**config.mk**
```make
export PLATFORM = sky130hd
export DESIGN_NAME = tlh_sat_update
export DESIGN_NICKNAME = d
export VERILOG_FILES = /design/src/rtl/tlh_sat_update.sv
export SDC_FILE = /design/constraint.sdc
export NUM_CORES = 1
export LEC_CHECK = 0
export BUFFER_PORTS_ARGS = -buffer_cell sky130_fd_sc_hd__buf_2
export CAP_MARGIN = 20
export CORE_AREA = 8 8 245 247
export DETAILED_ROUTE_END_ITERATION = 6
export DIE_AREA = 0 0 253 255
export PLACE_DENSITY = 0.39
export SYNTH_ARGS = -nofsm -noshare
export SYNTH_HDL_FRONTEND = slang
export SYNTH_SLANG_ARGS = --single-unit
```
**constraint.sdc**
```tcl
create_clock -name vclk -period 3.11
set_clock_uncertainty 0.15 [all_clocks]
set_input_delay 0.311 -clock vclk [all_inputs]
set_output_delay 0.311 -clock vclk [all_outputs]
set_load 0.02 [all_outputs]
```
**src/rtl/tlh_sat_update.sv**
```systemverilog
// Saturating per-pile bin update of one wide histogram word.
// Depends on nothing; used by the top level for each histogram memory.
module tlh_sat_update #(
	parameter int PILES     = 10,
	parameter int BIN_WIDTH = 31
) (
	input  logic [PILES*BIN_WIDTH-1:0] word,
	input  logic [PILES-1:0]           hit_a,
	input  logic [PILES-1:0]           hit_b,
	output logic [PILES*BIN_WIDTH-1:0] updated
);

	always_comb begin
		logic [BIN_WIDTH:0] sum;
		for (int p = 0; p < PILES; p++) begin
			sum = {1'b0, word[p*BIN_WIDTH +: BIN_WIDTH]}
				+ (BIN_WIDTH+1)'(hit_a[p]) + (BIN_WIDTH+1)'(hit_b[p]);
			// clamp at all ones
			updated[p*BIN_WIDTH +: BIN_WIDTH] = sum[BIN_WIDTH] ? {BIN_WIDTH{1'b1}}
				: sum[BIN_WIDTH-1:0];
		end
	end

endmodule

```
== Word level (Yosys, flattened, before mapping) ==
Index checks and enable logic that the tools add are counted.
W data, S select, Z words.

* Bits in registers: 0
* Bits of input ports: 330
* Output and inout bits: 310
* Word-level logic and storage cells: 30

* $add $sub $neg: 20
* Muxes and demuxes: 10

{| class="wikitable"
|+ Operator list
! cell !! count
|-
| $add A31 B1 Y32 || 10
|-
| $add A32 B1 Y32 || 10
|-
| $mux W31 || 10
|}

== Depth between registers and ports, before layout ==
Gate-level depths: netlist of the first run.

* Depth after elaboration: 3
* Depth in mapped cells: 9
* Gate-level depth less buffers: 8

== Worst setup path after synthesis of the first run ==
OpenSTA, ideal clock, no wires.

* Path type: in2out
* From: input word[155]
* To: output updated[173]
* Arrival time: 2,578 ps
* Data required time: 2,649 ps
* Slack: 71 ps
* Cell stages on the path: 9
* Buffers on the path: 3
* Cell sequence: inv_1 > fa_1 > nand2b_1 > or4_1 > clkbuf_2 > or4_1 > buf_2 > buf_6 > nand3_1

* Word-level cells in the longest chain between the ends: 3

{| class="wikitable"
|+ Ends and longest elaborated chain
! item !! RTL line !! text
|-
| start, declared || 7 || <nowiki>input logic [PILES*BIN_WIDTH-1:0] word,</nowiki>
|-
| $add A31 B1 Y32 || 17 || <nowiki>+ (BIN_WIDTH+1)'(hit_a[p]) + (BIN_WIDTH+1)'(hit_b[p]);</nowiki>
|-
| $add A32 B1 Y32 || 17 ||
|-
| $mux W31 || 19 || <nowiki>updated[p*BIN_WIDTH +: BIN_WIDTH] = sum[BIN_WIDTH] ? {BIN_WIDTH{1'b1}}</nowiki>
|-
| end, declared || 10 || <nowiki>output logic [PILES*BIN_WIDTH-1:0] updated</nowiki>
|}

Every way passes these cells.

== Worst setup path after layout of the first run ==
* From: input hit_b[7]
* To: output updated[241]

* Word-level cells in the longest chain between the ends: 2

{| class="wikitable"
|+ Ends and longest elaborated chain
! item !! RTL line !! text
|-
| start, declared || 9 || <nowiki>input logic [PILES-1:0] hit_b,</nowiki>
|-
| $add A32 B1 Y32 || 17 ||
|-
| $mux W31 || 19 ||
|}

Every way passes these cells.

==> results of run 1 <==
cell type report:
class                      instances  share of cell area (%)
antenna                           15                   0.276
inverter                          78                    2.15
timing repair buffer             732                    29.0
multi-input combinational       1316                    61.6
tap                              756                    6.95
metrics by stage:
| stage | utilization (%) | cells | power [mW] |
|---|---|---|---|
| 5_1_grt | 24.3 | 2893 | 1.85 |
| 6_report | 24.3 | 2897 | 1.70 |
| 3_3_place_gp | 24.0 | 2882 | 1.69 |
| 3_5_place_dp | 24.0 | 2882 | 1.69 |
| 2_1_floorplan | - | 1466 | 0.832 |
| 4_1_cts | 24.1 | 2882 | 1.70 |
power breakdown:
group          switching (mW)   total [mW]  leakage [nW]  internal [mW]
clock network               0  0.000000648     0.0000951    0.000000648
logic                    1.09         1.70          6.11          0.612
registers                   0            0             0              0
Yosys cell counts, drive strengths merged, types with 2 or more instances:
cell type,number
nand2,243
nand3,184
nand4,119
inv,78
xnor2,69
or4,63
clkbuf,60
o21ai,57
and3,48
and4,48
nor3,46
nor4,46
xor2,45
or3,44
o31ai,41
a31oi,34
a21oi,33
mux2,31
nor2,28
nand2b,22
ha,20
and2,15
a41oi,13
buf,12
fa,10
or2,8
mux2i,7
nand3b,7
a31o,5
nor2b,5
o31a,4
a21boi,3
a41o,3
o41ai,3
a2111oi,2
a211oi,2
critical path, stage by stage:
cell	delay [ns]
buf_2	0.08
inv_1	0.05
fa_2	0.41
inv_2	0.09
ha_4	0.13
nand4_1	0.21
or4_4	0.60
buf_4	0.16
or3_4	0.35
nand3_2	0.08
buf_6	0.12
routing by layer:
metal | vias up | GRT usage (%) | part of all wire, %
li1 | 6942 | - | -
met1 | 6707 | 19.7 | 42
met2 | 483 | 27.8 | 49
met3 | 46 | 3.41 | 7.0
met4 | 6 | 3.35 | 1.6
met5 | - | 0 | 0.062
placed cells by master, fill, tap and decap left out, drive strengths merged, types with 31 or more instances in the layout:
cell type / synthesis / layout
buf: 12 / 731
inv: 78 / 78
nand4: 119 / 119
and4: 48 / 48
or3: 44 / 44
o21ai: 57 / 57
nand2: 243 / 243
mux2: 31 / 31
xor2: 45 / 45
nor3: 46 / 46
xnor2: 69 / 69
o31ai: 41 / 41
and3: 48 / 48
nor4: 46 / 46
or4: 63 / 63
a21oi: 33 / 33
nand3: 184 / 184
a31oi: 34 / 34
logic make-up (layout without fill, tap and decap cells):
| kind of cell | after synthesis | in the layout | synth area share, % |
|---|---|---|---|
| compound gates | 206 | 206 | 14.9 |
| xor+xnor | 114 | 114 | 11.2 |
| fa+ha+maj | 30 | 30 | 5.06 |
| buf+inv | 150 | 810 | 6.82 |
| mux | 38 | 38 | 4.71 |
| other cells | 0 | 15 | 0 |
| simple gates | 928 | 928 | 57.3 |
repair_timing:
action,4_1_cts,5_1_grt
pin swaps,2,2
endpoints found under the hold margin,0,0
endpoints found under the setup margin,23,32
gates resized for setup,11,27
path summary, 6_finish.rpt:
kind / from / to / cells past startpoint
setup / recovery: hit_b[7] / updated[241] / 11
hold / removal: word[193] / updated[193] / 3
==> metrics.txt, run 1 <==
Worst Setup Start Kind=input pin; I/O pins=640; Final period util=98.3%; final slew viol count=0; first-pass GRT wire length=83.1 mm; clock period minus worst slack=roughly 3.1 ns; CP required=between 2 and 3 ns; register area share after synthesis=0%; clock buffers=0; CP max FO=5; post-DR wirelength/cell=19.5 um; Worst Max-Slew Pin Slew=0.599 ns; Setup CP Type=in -> out; Total GRT Usage=15.8%; Synthesized Nets=roughly 1,800; Fmax=327 MHz; Syn Std Cell Area=0.00890 mm2; YS warnings=0; fill count=6,605; Initial Util=15.9%; WL final=56.4 mm; Setup TNS=0 ns; # Max-Cap Violations=0; Die W=253 um; outcome=complete, no violations; post-route ant nets=0; core area=0.0560 mm2; synth top area cells=nand3_1 10%, nand2_1 10%, nand4_1 8.2%; gpl congestion=0.941; num rows=87; Unique masters post-synth=a little over 50; GRT overflow=0; Hold Buf Count CTS=0; Post-Place Cell Area=roughly 0.013 mm2; area of the multi-input gates=0.00839 mm2; hpwl dp=about 50 mm; Register Area=0 um2; post-route DRC violation count=0; largest net degree at the start of global routing=25; share of layout cells above drive strength 1=a little under two fifths; Worst Setup End Kind=output pin; Hold Worst Slack=0.795 ns; Vert. Die Dim=255 um; FFs & Latches=0; Min-Delay Path Class=in -> out; headroom to the max-slew limit=approximately three fifths; DR pass1 iterations=5; Die Area=0.0645 mm2; Area Overhead vs Synth=53.0%; design area=0.0136 mm2; Worst EP arrival=2.60 ns; Final setup viols=0; fin nets=2,488; initial antenna violation count=20; top cell type's share of synthesized area=10.2%; post-CTS setup buffer count=0; DR iter-0 viols=a little under 700; Fin. Hold Viols=0; DR vias/cell=between 4 and 5; PnR worst setup slack=about 0.052 ns; cell count after synthesis=roughly 1,500; maximum vdd ir drop=59.1 uV; Leak=6.11 nW; pre-CTS setup slack=-0.160 ns; Synth area leader=nand3_1; PwrDens=125 mW/mm2; vias in the first global route=around 14,000; vias post-DR=approximately 14,000; IO Port Bufs=640; syn avg cell area=just over 6 um2
No activity file was read; power rests on OpenSTA's default activity.
==> run 2, diff against run 1 <==
--- a/config.mk
+++ b/config.mk
@@ -6,7 +6,6 @@
 export NUM_CORES = 1
 export LEC_CHECK = 0
 export BUFFER_PORTS_ARGS = -buffer_cell sky130_fd_sc_hd__buf_2
-export CAP_MARGIN = 20
 export CORE_AREA = 8 8 245 247
 export DETAILED_ROUTE_END_ITERATION = 6
 export DIE_AREA = 0 0 253 255
==> constraint.sdc (replaced) <==
create_clock -name vclk -period 3.5
set_clock_uncertainty 0.15 [all_clocks]
set_input_delay 0.35 -clock vclk [all_inputs]
set_output_delay 0.35 -clock vclk [all_outputs]
set_load 0.02 [all_outputs]
==> metrics.txt, run 2 (same netlist as run 1, synthesis figures left out) <==
clock period minus worst slack=roughly 3.4 ns; Min-Delay Path Class=in -> out; WL final=~55 mm; Max stage delay cell, worst path=or4_1; Critical path origin=word[155]; Die W=253 um; clock buffers=0; sequential share of power=0%; Hold Buf Count CTS=0; most frequent cells in the layout=640 x buf_2, 241 x nand2_1, 182 x nand3_1; PwrDens=113 mW/mm2; hpwl dp=49.3 mm; outcome=complete, no violations; vias post-DR=13,900; Logic pwr share=100.0%; post-route DRC violation count=0; commonest non-fill, non-tap cell in the layout=buf_2; GRT overflow=0; Worst Max-Slew Pin Slew=0.593 ns; initial antenna violation count=15; CP top delay family=simple AND/OR/NAND/NOR gates; IO Port Bufs=640; headroom to the max-slew limit=60.3%; Final Core Density=23.5%; Setup CP Type=in -> out; CP max FO=23; num rows=87; fin nets=between 2,000 and 2,500; FFs & Latches=0; I/O pins=640; Worst Setup Start Kind=input pin; Final period util=95.8%; gpl congestion=0.918; Crit path largest cell delay=0.60 ns; CP required=3.00 ns; post-route ant nets=0; Register Area=0 um2; Post-Place Cell Area=approximately 0.013 mm2; core area=approximately 0.056 mm2; post-DR wirelength/cell=19.4 um; final slew viol count=0; Worst Setup End Kind=output pin; DR vias/cell=between 4 and 5; Initial Util=15.9%; vias in the first global route=13,700; # Max-Cap Violations=0; Total Power=1.48 mW; DR iter-0 viols=around 640; CP bufs+invs=4; Vert. Die Dim=255 um; DR pass1 iterations=5; RSZ-0062 raised after global routing=false; Final setup viols=0; maximum vdd ir drop=53.2 uV; Die Area=0.0645 mm2; share of layout cells above drive strength 1=35.7%; Area Overhead vs Synth=47.7%; design area=0.0131 mm2; Leak=5.87 nW; Total GRT Usage=15.6%; Setup TNS=0 ns; Sw Ratio=64.9%; post-CTS setup buffer count=0; net switching power of the design=960 uW; fill count=roughly 6,600; Fmax=298 MHz; Critical Path Stages=9; first-pass GRT wire length=just over 80 mm; Worst EP arrival=about 2.9 ns; PostCTS Resize Cnt=0; largest net degree at the start of global routing=25; Cell Int Power=just over 500 uW; Fin. Hold Viols=0; worst-path cell chain=buf_2 > inv_1 > fa_1 > nand2b_1 > or4_1 > or4_1 > buf_4 > o21ai_0 > buf_2; Clk pwr share=0%; worst setup path end=updated[159]
[run 2: worst min path at each step]
| stage | end | start | cells after the start | slack, ns |
|---|---|---|---|---|
| 4_1_cts | updated[193] | word[193] | 3 | 0.88 |
| 3_3_place_gp | updated[44] | word[44] | 3 | 0.89 |
| 2_1_floorplan | updated[143] | word[143] | 1 | 0.68 |
| 3_5_place_dp | updated[193] | word[193] | 3 | 0.88 |
| 6_report | updated[193] | word[193] | 3 | 0.88 |
| 5_1_grt | updated[193] | word[193] | 3 | 0.91 |
[run 2: layout make-up]
| cell class | count | area [um2] | share of cell area, % |
|---|---|---|---|
| inverter | 78 | 293 | 2.23 |
| timing repair buffer | 689 | 3570 | 27.2 |
| antenna | 10 | 25.0 | 0.190 |
| tap | 756 | 946 | 7.20 |
| multi-input combinational | 1316 | 8310 | 63.2 |
[run 2: power by group through the flow]
stage          sequential, mW  combinational, mW    clock, mW
4_1_cts                     0               1.49            0
6_report                    0               1.48  0.000000384
2_1_floorplan               0              0.739            0
5_1_grt                     0               1.61  0.000000268
3_5_place_dp                0               1.49            0
3_3_place_gp                0               1.48            0
[run 2: metal layers]
metal | global-route usage [%] | vias up | share of wire, %
li1 | - | 6831 | -
met1 | 19.4 | 6656 | 42
met2 | 27.8 | 414 | 50
met3 | 3.50 | 36 | 6.9
met4 | 2.20 | 8 | 1.1
met5 | 0 | - | 0.088
[run 2: per-stage QoR]
step / cells / setup WS (ns) / hold slack (ns)
floorplan: 1466 / 0.383 / 0.679
global placement: 2839 / 0.146 / 0.886
detailed placement: 2839 / 0.125 / 0.884
CTS: 2839 / 0.125 / 0.885
global route: 2846 / 0.0395 / 0.910
finish: 2849 / 0.146 / 0.884
